`config.mk`:
```
export PLATFORM = sky130hd
export DESIGN_NAME = multilevel_feedback_queue_dispatcher
export DESIGN_NICKNAME = d
export VERILOG_FILES = /design/src/rtl/mfqd_pkg.sv /design/src/rtl/mfqd_ram.sv /design/src/rtl/multilevel_feedback_queue_dispatcher.sv
export SDC_FILE = /design/constraint.sdc
export NUM_CORES = 2
export LEC_CHECK = 0
export CAP_MARGIN = 0
export CORE_MARGIN = 1.5
export CORE_UTILIZATION = 65
export CTS_BUF_LIST = sky130_fd_sc_hd__clkbuf_8
export CTS_CLUSTER_SIZE = 16
export DETAILED_ROUTE_END_ITERATION = 10
export DONT_BUFFER_PORTS = 1
export PLACE_DENSITY_LB_ADDON = 0.15
export SLEW_MARGIN = 20
export SYNTH_ARGS = -nofsm -noshare
export SYNTH_HDL_FRONTEND = slang
export SYNTH_HIERARCHICAL = 1
export SYNTH_SLANG_ARGS = --single-unit
```
`constraint.sdc`:
```
create_clock -name clk -period 16.6 [get_ports clk]
set_input_delay 3.32 -clock clk [delete_from_list [all_inputs] [get_ports clk]]
set_output_delay 3.32 -clock clk [all_outputs]
set_load 0.005 [all_outputs]
```
`src/rtl/mfqd_pkg.sv`:
```
package mfqd_pkg;

    // operation codes of a request
    typedef enum logic [1:0] {
        OP_LOAD     = 2'd0,
        OP_DISPATCH = 2'd1,
        OP_CLEAR    = 2'd2,
        OP_NONE     = 2'd3
    } op_t;

    // configuration register indexes
    localparam logic [2:0] CFG_NUM_LEVELS = 3'd0;
    localparam logic [2:0] CFG_QUANTUM0   = 3'd1;
    localparam logic [2:0] CFG_QUANTUM1   = 3'd2;
    localparam logic [2:0] CFG_QUANTUM2   = 3'd3;
    localparam logic [2:0] CFG_QUANTUM3   = 3'd4;

    localparam int TIME_W = 21;

    // sequencer states
    typedef enum logic [2:0] {
        S_IDLE,
        S_SCAN,
        S_SELECT,
        S_QREAD,
        S_TREAD
    } state_t;

    // one row of the process table
    typedef struct packed {
        logic [7:0]  proc_id;
        logic [15:0] arrival;
        logic [15:0] remaining;
    } tbl_entry_t;

endpackage

```
`src/rtl/mfqd_ram.sv`:
```
module mfqd_ram #(
    parameter int WIDTH = 8,
    parameter int DEPTH = 16
) (
    input  logic                                       clk,
    input  logic                                       we,
    input  logic [(DEPTH > 1 ? $clog2(DEPTH) : 1)-1:0] waddr,
    input  logic [WIDTH-1:0]                           wdata,
    input  logic [(DEPTH > 1 ? $clog2(DEPTH) : 1)-1:0] raddr,
    output logic [WIDTH-1:0]                           rdata
);

    logic [WIDTH-1:0] mem [DEPTH];

    // one write port, one registered read port
    always_ff @(posedge clk)
    begin
        if (we)
        begin
            mem[waddr] <= wdata;
        end
        rdata <= mem[raddr];
    end

endmodule

```
`src/rtl/multilevel_feedback_queue_dispatcher.sv`:
```
// channel   | handshake          | payload
// ----------+--------------------+------------------------------------------
// request   | start / busy       | operation, proc_id, arrival, burst
// result    | done (one cycle)   | slice_valid .. load_refused
// config    | cfg_we             | cfg_index, cfg_data
//
// load, clear and unused codes: result in the cycle after acceptance, busy stays low.
// dispatch: one pass over the process table, a second pass when time jumps to
// the next arrival, then the states S_SELECT, S_QREAD and S_TREAD for queue pop
// and table read-modify-write.
// reset clears flags, queue pointers, counters and time; no clearing pass.
// the receiver cannot stall: each result is shown for exactly one cycle.
module multilevel_feedback_queue_dispatcher #(
    parameter int MAX_PROCS  = 16,
    parameter int MAX_LEVELS = 4
) (
    input  logic        clk,
    input  logic        rst_n,
    input  logic        start,
    output logic        busy,
    input  logic [1:0]  operation,
    input  logic [7:0]  proc_id,
    input  logic [15:0] arrival,
    input  logic [15:0] burst,
    input  logic        cfg_we,
    input  logic [2:0]  cfg_index,
    input  logic [15:0] cfg_data,
    output logic        done,
    output logic        slice_valid,
    output logic [20:0] slice_begin,
    output logic [7:0]  slice_proc,
    output logic [15:0] slice_length,
    output logic [1:0]  slice_level,
    output logic        proc_finished,
    output logic        all_done,
    output logic        load_refused
);

    localparam int IW  = MAX_PROCS > 1 ? $clog2(MAX_PROCS) : 1;
    localparam int CW  = $clog2(MAX_PROCS + 1);
    localparam int LW  = MAX_LEVELS > 1 ? $clog2(MAX_LEVELS) : 1;
    localparam int QD  = MAX_LEVELS * MAX_PROCS;
    localparam int QAW = QD > 1 ? $clog2(QD) : 1;
    localparam int TW  = mfqd_pkg::TIME_W;
    localparam logic [CW-1:0]  MAXP_C  = CW'(MAX_PROCS);
    localparam logic [CW:0]    MAXP_C1 = (CW + 1)'(MAX_PROCS);
    localparam logic [IW-1:0]  LASTP   = IW'(MAX_PROCS - 1);
    localparam logic [QAW-1:0] MAXP_Q  = QAW'(MAX_PROCS);
    localparam logic [3:0]     MAXL_4  = 4'(MAX_LEVELS);

    // configuration registers
    logic [2:0]  num_levels_reg;
    logic [15:0] quantum_reg [4];

    // control state
    mfqd_pkg::state_t state_reg, state_next;
    logic [CW-1:0]  issue_reg, issue_next;
    logic           pv_reg, pv_next;
    logic [IW-1:0]  pidx_reg, pidx_next;
    logic           pass_reg, pass_next;
    logic           found_reg, found_next;
    logic [15:0]    earliest_reg, earliest_next;
    logic [TW-1:0]  time_reg, time_next;
    logic [CW-1:0]  loaded_reg, loaded_next;
    logic [CW-1:0]  fcnt_reg, fcnt_next;
    logic [MAX_PROCS-1:0] adm_reg, adm_next;
    logic [MAX_PROCS-1:0] fin_reg, fin_next;
    logic [IW-1:0]  head_reg [MAX_LEVELS];
    logic [IW-1:0]  head_next [MAX_LEVELS];
    logic [CW-1:0]  count_reg [MAX_LEVELS];
    logic [CW-1:0]  count_next [MAX_LEVELS];
    logic [LW-1:0]  lv_reg, lv_next;

    // result registers
    logic        done_reg, done_next;
    logic        sv_reg, sv_next;
    logic [20:0] ss_reg, ss_next;
    logic [7:0]  sp_reg, sp_next;
    logic [15:0] sl_reg, sl_next;
    logic [1:0]  slv_reg, slv_next;
    logic        pf_reg, pf_next;
    logic        ad_reg, ad_next;
    logic        lr_reg, lr_next;

    // memory ports
    logic                     t_we;
    logic [IW-1:0]            t_waddr, t_raddr;
    mfqd_pkg::tbl_entry_t     t_wdata, t_rdata;
    logic                     q_we;
    logic [QAW-1:0]           q_waddr, q_raddr;
    logic [IW-1:0]            q_wdata, q_rdata;

    // helpers
    logic          top_any;
    logic [LW-1:0] top_lv;
    logic [CW:0]   pos_sum;
    logic [IW-1:0] pos0;
    logic [15:0]   quant;
    logic [15:0]   run;
    logic [15:0]   new_rem;
    logic [3:0]    nl;
    logic [LW-1:0] nxt_lv;
    logic [CW:0]   npos_sum;
    logic [IW-1:0] npos;

    mfqd_ram #(.WIDTH($bits(mfqd_pkg::tbl_entry_t)), .DEPTH(MAX_PROCS)) u_table (
        .clk   (clk),
        .we    (t_we),
        .waddr (t_waddr),
        .wdata (t_wdata),
        .raddr (t_raddr),
        .rdata (t_rdata)
    );

    mfqd_ram #(.WIDTH(IW), .DEPTH(QD)) u_queues (
        .clk   (clk),
        .we    (q_we),
        .waddr (q_waddr),
        .wdata (q_wdata),
        .raddr (q_raddr),
        .rdata (q_rdata)
    );

    // configuration writes
    always_ff @(posedge clk or negedge rst_n)
    begin
        if (!rst_n)
        begin
            num_levels_reg <= 3'd3;
            quantum_reg[0] <= 16'd2;
            quantum_reg[1] <= 16'd4;
            quantum_reg[2] <= 16'd8;
            quantum_reg[3] <= 16'd16;
        end
        else if (cfg_we)
        begin
            case (cfg_index)
                mfqd_pkg::CFG_NUM_LEVELS: num_levels_reg <= cfg_data[2:0];
                mfqd_pkg::CFG_QUANTUM0:   quantum_reg[0] <= cfg_data;
                mfqd_pkg::CFG_QUANTUM1:   quantum_reg[1] <= cfg_data;
                mfqd_pkg::CFG_QUANTUM2:   quantum_reg[2] <= cfg_data;
                mfqd_pkg::CFG_QUANTUM3:   quantum_reg[3] <= cfg_data;
                default: ;
            endcase
        end
    end

    // highest priority non-empty level
    always_comb
    begin
        top_any = 1'b0;
        top_lv  = '0;
        for (int l = MAX_LEVELS - 1; l >= 0; l--)
        begin
            if (count_reg[l] != '0)
            begin
                top_any = 1'b1;
                top_lv  = LW'(l);
            end
        end
    end

    // tail position of level 0
    always_comb
    begin
        pos_sum = {1'b0, CW'(head_reg[0])} + {1'b0, count_reg[0]};
        if (pos_sum >= MAXP_C1)
        begin
            pos_sum = pos_sum - MAXP_C1;
        end
        pos0 = pos_sum[IW-1:0];
    end

    // slice length, next level and its tail
    always_comb
    begin
        if (lv_reg == LW'(0))
            quant = quantum_reg[0];
        else if (lv_reg == LW'(1) && MAX_LEVELS > 1)
            quant = quantum_reg[1];
        else if (lv_reg == LW'(2) && MAX_LEVELS > 2)
            quant = quantum_reg[2];
        else
            quant = quantum_reg[3];
        if (quant == 16'd0)
        begin
            quant = 16'd1;
        end
        run     = (t_rdata.remaining < quant) ? t_rdata.remaining : quant;
        new_rem = t_rdata.remaining - run;
        nl = {1'b0, num_levels_reg};
        if (nl == 4'd0)
        begin
            nl = 4'd1;
        end
        if (nl > MAXL_4)
        begin
            nl = MAXL_4;
        end
        nxt_lv = (4'(lv_reg) + 4'd1 < nl) ? LW'(4'(lv_reg) + 4'd1) : lv_reg;
        npos_sum = {1'b0, CW'(head_reg[nxt_lv])} + {1'b0, count_reg[nxt_lv]};
        if (npos_sum >= MAXP_C1)
        begin
            npos_sum = npos_sum - MAXP_C1;
        end
        npos = npos_sum[IW-1:0];
    end

    // sequencer: next state, memory accesses and results
    always_comb
    begin
        state_next    = state_reg;
        issue_next    = issue_reg;
        pv_next       = 1'b0;
        pidx_next     = pidx_reg;
        pass_next     = pass_reg;
        found_next    = found_reg;
        earliest_next = earliest_reg;
        time_next     = time_reg;
        loaded_next   = loaded_reg;
        fcnt_next     = fcnt_reg;
        adm_next      = adm_reg;
        fin_next      = fin_reg;
        head_next     = head_reg;
        count_next    = count_reg;
        lv_next       = lv_reg;
        done_next     = 1'b0;
        sv_next       = 1'b0;
        ss_next       = '0;
        sp_next       = '0;
        sl_next       = '0;
        slv_next      = '0;
        pf_next       = 1'b0;
        ad_next       = ad_reg;
        lr_next       = 1'b0;
        t_we          = 1'b0;
        t_waddr       = loaded_reg[IW-1:0];
        t_wdata       = '{proc_id: proc_id, arrival: arrival, remaining: burst};
        t_raddr       = issue_reg[IW-1:0];
        q_we          = 1'b0;
        q_waddr       = QAW'(pos0);
        q_wdata       = pidx_reg;
        q_raddr       = QAW'(top_lv) * MAXP_Q + QAW'(head_reg[top_lv]);

        case (state_reg)
            mfqd_pkg::S_IDLE:
            begin
                if (start)
                begin
                    case (mfqd_pkg::op_t'(operation))
                        mfqd_pkg::OP_LOAD:
                        begin
                            done_next = 1'b1;
                            if (loaded_reg >= MAXP_C)
                            begin
                                lr_next = 1'b1;
                                ad_next = (fcnt_reg == loaded_reg);
                            end
                            else
                            begin
                                t_we = 1'b1;
                                adm_next[loaded_reg[IW-1:0]] = 1'b0;
                                fin_next[loaded_reg[IW-1:0]] = 1'b0;
                                loaded_next = loaded_reg + CW'(1);
                                ad_next = (fcnt_reg == loaded_next);
                            end
                        end
                        mfqd_pkg::OP_CLEAR:
                        begin
                            done_next   = 1'b1;
                            adm_next    = '0;
                            fin_next    = '0;
                            time_next   = '0;
                            loaded_next = '0;
                            fcnt_next   = '0;
                            for (int l = 0; l < MAX_LEVELS; l++)
                            begin
                                head_next[l]  = '0;
                                count_next[l] = '0;
                            end
                            ad_next = 1'b1;
                        end
                        mfqd_pkg::OP_DISPATCH:
                        begin
                            state_next = mfqd_pkg::S_SCAN;
                            issue_next = '0;
                            pass_next  = 1'b0;
                            found_next = 1'b0;
                        end
                        default:
                        begin
                            done_next = 1'b1;
                            ad_next   = (fcnt_reg == loaded_reg);
                        end
                    endcase
                end
            end

            // admission pass: read one row a cycle, act on the row read last cycle
            mfqd_pkg::S_SCAN:
            begin
                if (issue_reg < loaded_reg)
                begin
                    pv_next    = 1'b1;
                    pidx_next  = issue_reg[IW-1:0];
                    issue_next = issue_reg + CW'(1);
                end
                if (pv_reg && !adm_reg[pidx_reg] && !fin_reg[pidx_reg])
                begin
                    if (TW'(t_rdata.arrival) <= time_reg)
                    begin
                        adm_next[pidx_reg] = 1'b1;
                        if (count_reg[0] < MAXP_C)
                        begin
                            q_we          = 1'b1;
                            count_next[0] = count_reg[0] + CW'(1);
                        end
                    end
                    else if (!found_reg || t_rdata.arrival < earliest_reg)
                    begin
                        found_next    = 1'b1;
                        earliest_next = t_rdata.arrival;
                    end
                end
                if (!pv_reg && issue_reg >= loaded_reg)
                begin
                    state_next = mfqd_pkg::S_SELECT;
                end
            end

            mfqd_pkg::S_SELECT:
            begin
                if (top_any)
                begin
                    lv_next = top_lv;
                    head_next[top_lv] = (head_reg[top_lv] == LASTP) ? '0
                                        : head_reg[top_lv] + IW'(1);
                    count_next[top_lv] = count_reg[top_lv] - CW'(1);
                    state_next = mfqd_pkg::S_QREAD;
                end
                else if (!pass_reg && found_reg)
                begin
                    // idle gap: jump to the earliest pending arrival
                    time_next  = TW'(earliest_reg);
                    pass_next  = 1'b1;
                    issue_next = '0;
                    state_next = mfqd_pkg::S_SCAN;
                end
                else
                begin
                    done_next  = 1'b1;
                    ad_next    = (fcnt_reg == loaded_reg);
                    state_next = mfqd_pkg::S_IDLE;
                end
            end

            mfqd_pkg::S_QREAD:
            begin
                t_raddr    = q_rdata;
                pidx_next  = q_rdata;
                state_next = mfqd_pkg::S_TREAD;
            end

            // run the slice, write back remaining, requeue or finish
            mfqd_pkg::S_TREAD:
            begin
                t_we    = 1'b1;
                t_waddr = pidx_reg;
                t_wdata = '{proc_id: t_rdata.proc_id, arrival: t_rdata.arrival,
                            remaining: new_rem};
                done_next = 1'b1;
                sv_next   = 1'b1;
                ss_next   = time_reg;
                sp_next   = t_rdata.proc_id;
                sl_next   = run;
                slv_next  = 2'(lv_reg);
                time_next = time_reg + TW'(run);
                if (new_rem != 16'd0)
                begin
                    if (count_reg[nxt_lv] < MAXP_C)
                    begin
                        q_we    = 1'b1;
                        q_waddr = QAW'(nxt_lv) * MAXP_Q + QAW'(npos);
                        count_next[nxt_lv] = count_reg[nxt_lv] + CW'(1);
                    end
                    ad_next = (fcnt_reg == loaded_reg);
                end
                else
                begin
                    fin_next[pidx_reg] = 1'b1;
                    fcnt_next = fcnt_reg + CW'(1);
                    pf_next   = 1'b1;
                    ad_next   = (fcnt_next == loaded_reg);
                end
                state_next = mfqd_pkg::S_IDLE;
            end

            default:
            begin
                state_next = mfqd_pkg::S_IDLE;
            end
        endcase
    end

    // state and result registers
    always_ff @(posedge clk or negedge rst_n)
    begin
        if (!rst_n)
        begin
            state_reg <= mfqd_pkg::S_IDLE;
            issue_reg <= '0;
            pv_reg    <= 1'b0;
            pass_reg  <= 1'b0;
            found_reg <= 1'b0;
            time_reg  <= '0;
            loaded_reg <= '0;
            fcnt_reg  <= '0;
            adm_reg   <= '0;
            fin_reg   <= '0;
            for (int l = 0; l < MAX_LEVELS; l++)
            begin
                head_reg[l]  <= '0;
                count_reg[l] <= '0;
            end
            done_reg  <= 1'b0;
            ad_reg    <= 1'b1;
        end
        else
        begin
            state_reg <= state_next;
            issue_reg <= issue_next;
            pv_reg    <= pv_next;
            pass_reg  <= pass_next;
            found_reg <= found_next;
            time_reg  <= time_next;
            loaded_reg <= loaded_next;
            fcnt_reg  <= fcnt_next;
            adm_reg   <= adm_next;
            fin_reg   <= fin_next;
            head_reg  <= head_next;
            count_reg <= count_next;
            done_reg  <= done_next;
            ad_reg    <= ad_next;
        end
    end

    // payload registers
    always_ff @(posedge clk)
    begin
        pidx_reg     <= pidx_next;
        earliest_reg <= earliest_next;
        lv_reg       <= lv_next;
        sv_reg       <= sv_next;
        ss_reg       <= ss_next;
        sp_reg       <= sp_next;
        sl_reg       <= sl_next;
        slv_reg      <= slv_next;
        pf_reg       <= pf_next;
        lr_reg       <= lr_next;
    end

    assign busy          = (state_reg != mfqd_pkg::S_IDLE);
    assign done          = done_reg;
    assign slice_valid   = sv_reg;
    assign slice_begin   = ss_reg;
    assign slice_proc    = sp_reg;
    assign slice_length  = sl_reg;
    assign slice_level   = slv_reg;
    assign proc_finished = pf_reg;
    assign all_done      = ad_reg;
    assign load_refused  = lr_reg;

`ifndef SYNTHESIS
    // never more finished than loaded
    a_fin_le_loaded: assert property (@(posedge clk) disable iff (!rst_n)
        fcnt_reg <= loaded_reg)
        else $error("finished count above loaded count");

    // table never overfills
    a_loaded_cap: assert property (@(posedge clk) disable iff (!rst_n)
        loaded_reg <= MAXP_C)
        else $error("loaded count above capacity");

    // non-dispatch requests answer in the next cycle
    a_quick_result: assert property (@(posedge clk) disable iff (!rst_n)
        (start && !busy && operation != mfqd_pkg::OP_DISPATCH) |=> done)
        else $error("missing result for load or clear");

    // a finished flag only comes with a slice
    a_fin_slice: assert property (@(posedge clk) disable iff (!rst_n)
        (done && proc_finished) |-> slice_valid)
        else $error("finished without a slice");
`endif

endmodule

```
-- After elaboration in Yosys (flattened, before gate mapping)
Memories as Yosys holds them, arrays and structs flattened. A register that Yosys moved wholly into a read port is not among the register bits.
Cells that the tools add are included.
- logic and storage cells: 318
- bits of input ports: 65
- memories kept: 2
- output and inout port bits: 53
- bits in registers: 251
- bits in writable memories: 896
- memory list (name ; words ; bits a word ; rd ports ; clocked after Yosys merged registers in ; write ports ; line ; RTL):
    u_table.mem ; 16 ; 40 ; 1 ; 1 ; 1 ; mfqd_ram.sv:13 ; logic [WIDTH-1:0] mem [DEPTH];
    u_queues.mem ; 64 ; 4 ; 1 ; 1 ; 1 ; mfqd_ram.sv:13 ;
- mux-type cells: 144
- add/sub/neg operators: 16
- magnitude comparators: 20
- reduce and logical (&&, ||, !) cells: 56
- equality and inequality tests: 37
- bitwise gates (word level): 8
- operator list (cell ; count):
    $mux W16 ; 15
    $pmux W16 S2 ; 5
    $mux W20 ; 5
    $mux W5 ; 18
    $mux W21 ; 4
    $pmux W21 S3 ; 1
    $mux W4 ; 12
    $pmux W15 S3 ; 1
    $mux W1 ; 42
    $bwmux W20 ; 2
    $mux W40 ; 1
    $ne A2 B2 Y1 const B ; 17
    $and A16 B16 Y16 ; 2
    $lt A16 B16 Y1 ; 2
    $or A16 B16 Y16 ; 2
    $add A5 B1 Y5 const B ; 5
    $reduce_and A6 Y1 ; 4
    $add A21 B16 Y21 ; 1
    $le A16 B21 Y1 ; 1
    $bmux W5 S2 ; 2
    $demux W5 S2 ; 2
    $pmux W5 S2 ; 2
    $pmux W5 S4 ; 1
    $reduce_and A5 Y1 ; 4
    other kinds (59) ; 130

-- Longest topological paths before layout
- depth in word-level cells: 17
- mapped depth: 43
- gate-level depth less buffers: 34

-- Hierarchy
The synthesis kept the hierarchy.
- modules (own cells, without submodules) (module ; area each (sq um) ; cells each ; instances):
    mfqd_ram at u_table ; 25131.6 ; 1040 ; 1
    multilevel_feedback_queue_dispatcher ; 16319.4 ; 1828 ; 1
    mfqd_ram at u_queues ; 10356.2 ; 529 ; 1

-- Worst setup path after synthesis
OpenSTA, ideal clock, no wires.
- kind: register to register
- from: register lv_reg[0]
- to: memory u_queues/mem[10][0] (netlist bit) (enable)
- buffers on the path: 12
- slack: 6.983 ns
- stages on the path, launching flop included: 42
- data required time: 16.271 ns
- arrival: 9.288 ns
- cell sequence: edfxtp_1 inv_1 ha_1 buf_2 buf_2 buf_1 clkbuf_1 nand2_1 o21a_1 clkbuf_1 ha_1 nand4_1 or4_1 a21oi_1 nand3b_1 buf_2 nand2_4 clkbuf_1 [6 not listed] maj3_1 o21ba_2 a211oi_1 o41ai_1 a221oi_1 xnor2_1 o21ai_0 and2_1 and4_1 buf_2 or3_1 buf_2 mux2_1 clkbuf_1 or3b_2 or2_2 clkbuf_1 nor2_1
- RTL lines (element ; line ; RTL):
    start, declared ; multilevel_feedback_queue_dispatcher.sv:72 ; logic [LW-1:0] lv_reg, lv_next;
    start signal, assigned ; multilevel_feedback_queue_dispatcher.sv:452 ; lv_reg <= lv_next;
    $eq A2 B2 Y1 ; multilevel_feedback_queue_dispatcher.sv:181 ; else if (lv_reg == LW'(2) && MAX_LEVELS > 2)
    $mux W16 ; multilevel_feedback_queue_dispatcher.sv:181 ;
    $mux W16 ; multilevel_feedback_queue_dispatcher.sv:179 ; else if (lv_reg == LW'(1) && MAX_LEVELS > 1)
    $mux W16 * ; multilevel_feedback_queue_dispatcher.sv:177 ; if (lv_reg == LW'(0))
    $logic_not A16 Y1 ; multilevel_feedback_queue_dispatcher.sv:185 ; if (quant == 16'd0)
    $mux W16 * ; multilevel_feedback_queue_dispatcher.sv:185 ;
    $lt A16 B16 Y1 ; multilevel_feedback_queue_dispatcher.sv:189 ; run = (t_rdata.remaining < quant) ? t_rdata.remaining : quant;
    $mux W16 * ; multilevel_feedback_queue_dispatcher.sv:189 ;
    named net run[0] ; multilevel_feedback_queue_dispatcher.sv:99 ; logic [15:0] run;
    $sub A16 B16 Y16 * ; multilevel_feedback_queue_dispatcher.sv:190 ; new_rem = t_rdata.remaining - run;
    $reduce_bool A16 Y1 * ; multilevel_feedback_queue_dispatcher.sv:378 ; if (new_rem != 16'd0)
    $mux W6 * ; multilevel_feedback_queue_dispatcher.sv:378 ;
    $mux W6 * ; multilevel_feedback_queue_dispatcher.sv:245 ; case (state_reg)
    named net q_waddr[0] ; multilevel_feedback_queue_dispatcher.sv:90 ; logic [QAW-1:0] q_waddr, q_raddr;
    end, declared ; mfqd_ram.sv:13 ;
The timed path passes the listed nets; every way through them passes the cells marked *. The select of a mux whose other input is x is not followed.

-- Worst setup path after layout
- from: register lv_reg[1]
- to: memory u_queues/mem[50][1] (netlist bit) (enable)
Same word-level chain as after synthesis.

==> impl_metrics.ini <==
[run_status]
outcome = complete, no violations

[worst_setup_path]
slowest_stage = and4_1
worstPathArrival_ns = 12.03
rr_worst_depth = 30
crit_required_ns = 17.10
r2r_start = lv_reg[1]
r2r_end = u_queues/mem[50][1]
r2r_setup_slack_ns = 5.07
end_kind = register
cp-start-kind = register
path_max_fanout = 36
critPathMaxStageDelay_ns = 0.75
critPathKind = register to register

[place]
io_buffer_count = 0
place_area_mm2 = 0.0529
gp_congestion = 0.949
dp_hpwl_um = 81200

[floorplanning]
start_util_pct = 65.7
die_area_mm2 = 0.0814
rows = 103
die_h_um = 285
ios = 118
coreArea_mm2 = 0.0789
die_x_um = 285

[synthesis]
synth.area.mux_share_pct = 12.9
syn-num-nets = 3549
synth-main-ff-cell = edfxtp_1
synth_compound_area_share_pct = 8.42
syn_avg_cell_area_um2 = 15.3
synth_top_family_by_area = multiplexers
synthXorXnorAreaFrac_pct = 1.22
synth_cells = 3397
synth-simple-area-share_pct = 6.83
synth_edf_count = 918
synth-seq-cells = 1191
ys_types = 103
synth_area_mm2 = 0.0518
synthAdderAreaFrac_pct = 2.57
async_flop_share_pct = 15.0
yosysWarnings = 6
yosysSeqAreaShare_pct = 65.5

[drt]
drcViolationCount = 0
wl_um = 132000
drtIter0Drc = 3705
drtAntennaViolNets = 0
num_vias = 31500
via_per_inst = 6.73
routedWlPerCell_um = 28.1
dr.pass1.iters = 6

[timing]
max_freq_mhz = 86.7
maxSlewHeadroom_pct = 25.5
skew_ns = 0.0676
finalMaxSlewViolations = 0
setup_tns_ns = 0
min_period_ns = 11.53
tightest_slew_ns = 1.11
finalHoldViolCount = 0
finalCritPeriodShare_pct = 69.5
rsz0062_at_grt = no
hold_ws_ns = 0.501
setup_violations = 0

[power]
seqPwrFrac_pct = 33.6
ir_worst_vdd_uv = 295
power.density_mw_per_mm2 = 209
p_switching_w = 0.00478
power_frac_clock_pct = 20.1
power.total_w = 0.0118
power_frac_comb_pct = 46.3
cellLeakagePower_nw = 19.9
p_sw_share_pct = 40.4
cell_internal_pwr_w = 0.00706

[clocking]
h-tree-depth = 4
cts_hold_buf = 0
clk_latency_ns = 0.86
cts_tree = done
numCtsBuffers = 182
cts_resized = 0
cts_setup_buffers = 0
path_clk_slew_ns = 0.06
cts.sinks = 1191
cts_root_buffer = clkbuf_8
clock_path_buffers = 3

[final_layout]
layout_common_cells = 918 x edfxtp_1, 244 x nor2_1, 237 x nand2_1
fin_util_pct = 71.8
largest_reg_flops = 640
final_common_cell = edfxtp_1
nets = 3623
area_delta_synth_final_pct = 9.27
layout-drive-gt1-share_pct = 18.0
design_area_mm2 = 0.0566

[min_path]
hp-start = fin_reg[7]
hp-class = register to register
holdPathStages = 1
min_to = fin_reg[7]

[grt]
overflow = 0
grt_max_degree = 180
first_global_vias = 31400
grt_pass1_wl_um = 197000
grt_use_total_pct = 32.7
antenna_found_initial = 1

[run]
maxCapViolations = 0
-- logic make-up (layout without fill, tap and decap cells) --
logic type | count (synthesis) | count (layout)
DFF | 1191 | 1191
buffers and inverters | 275 | 504
muxes | 341 | 341
other | 0 | 2
AOI/OAI and AO/OA | 642 | 642
adders and majority gates | 109 | 109
and+or+nand+nor | 767 | 767
xor gates and xnor gates | 72 | 72
-- routing by layer --
metal,vias up,GRT usage [%],part of all wire [%]
met5,-,0,0
met4,0,10.1,2.6
met3,233,6.70,9.6
met2,1697,51.8,48
met1,16100,46.5,40
li1,13500,-,-
-- metrics by stage --
stage,instances,setup WS [ns]
after floorplan,3397,6.98
after global placement,4337,5.45
after detailed placement,4337,5.10
after CTS,4676,5.12
after global routing,4677,4.26
final,4678,5.07
-- worst max path at each step --
stage          slack [ns]             endpoint       from  depth (start not counted)
6_report             5.07  u_queues/mem[50][1]  lv_reg[1]                         30
5_1_grt              4.26   u_queues/mem[2][1]  lv_reg[1]                         30
4_1_cts              5.12  u_queues/mem[50][1]  lv_reg[1]                         30
3_5_place_dp         5.10  u_queues/mem[50][2]  lv_reg[1]                         30
3_3_place_gp         5.45   u_queues/mem[2][0]  lv_reg[1]                         30
2_1_floorplan        6.98  u_queues/mem[10][0]  lv_reg[0]                         41
-- final cells by class --
class	instances	area, um^2
sequential	1191	33900
clock inverter	131	787
multi-input combinational	1931	16800
clock buffer	208	2860
fill	4912	22300
tap	1050	1310
inverter	94	353
antenna	2	5.00
timing repair buffer	71	546
-- cells in the mapped netlist (all sizes together) (22+ instances only) --
cell	instances	share of area, %
ha	85	2.1
edfxtp	918	53
buf	60	1.0
clkbuf	121	0.88
nand2b	24	0.29
nand2	239	1.7
a211oi	22	0.33
and2	22	0.27
mux2	75	1.6
a22o	28	0.47
nor2	258	1.9
nor3	52	0.51
dfrtp	172	8.3
dfxtp	94	3.6
mux2i	33	0.64
a21oi	119	1.2
xnor2	45	0.76
mux4	233	11
nor2b	28	0.34
o22ai	41	0.50
nand3	38	0.38
o21ai	153	1.5
inv	92	0.67
maj3	22	0.44
a22oi	90	1.3
xor2	27	0.46
a21o	38	0.55
-- power groups by stage --
stage / logic (W) / clock network (W) / registers [W]
CTS: 0.00543 / 0.00241 / 0.00397
floorplan: 0.00402 / 0 / 0.00390
finish: 0.00549 / 0.00238 / 0.00398
global route: 0.00589 / 0.00255 / 0.00400
global placement: 0.00532 / 0 / 0.00402
detailed placement: 0.00540 / 0 / 0.00403
-- critical path, delay by kind of cell (launching register included) --
family                     cells  cell delay [ns]
and+or+nand+nor               10             4.27
buffers and inverters          3             0.61
adders and majority gates      6             2.27
DFF                            1             0.43
AOI/OAI and AO/OA              9             2.79
xor gates and xnor gates       1             0.21
muxes                          1             0.57
Power figures use the tool's default switching activity.
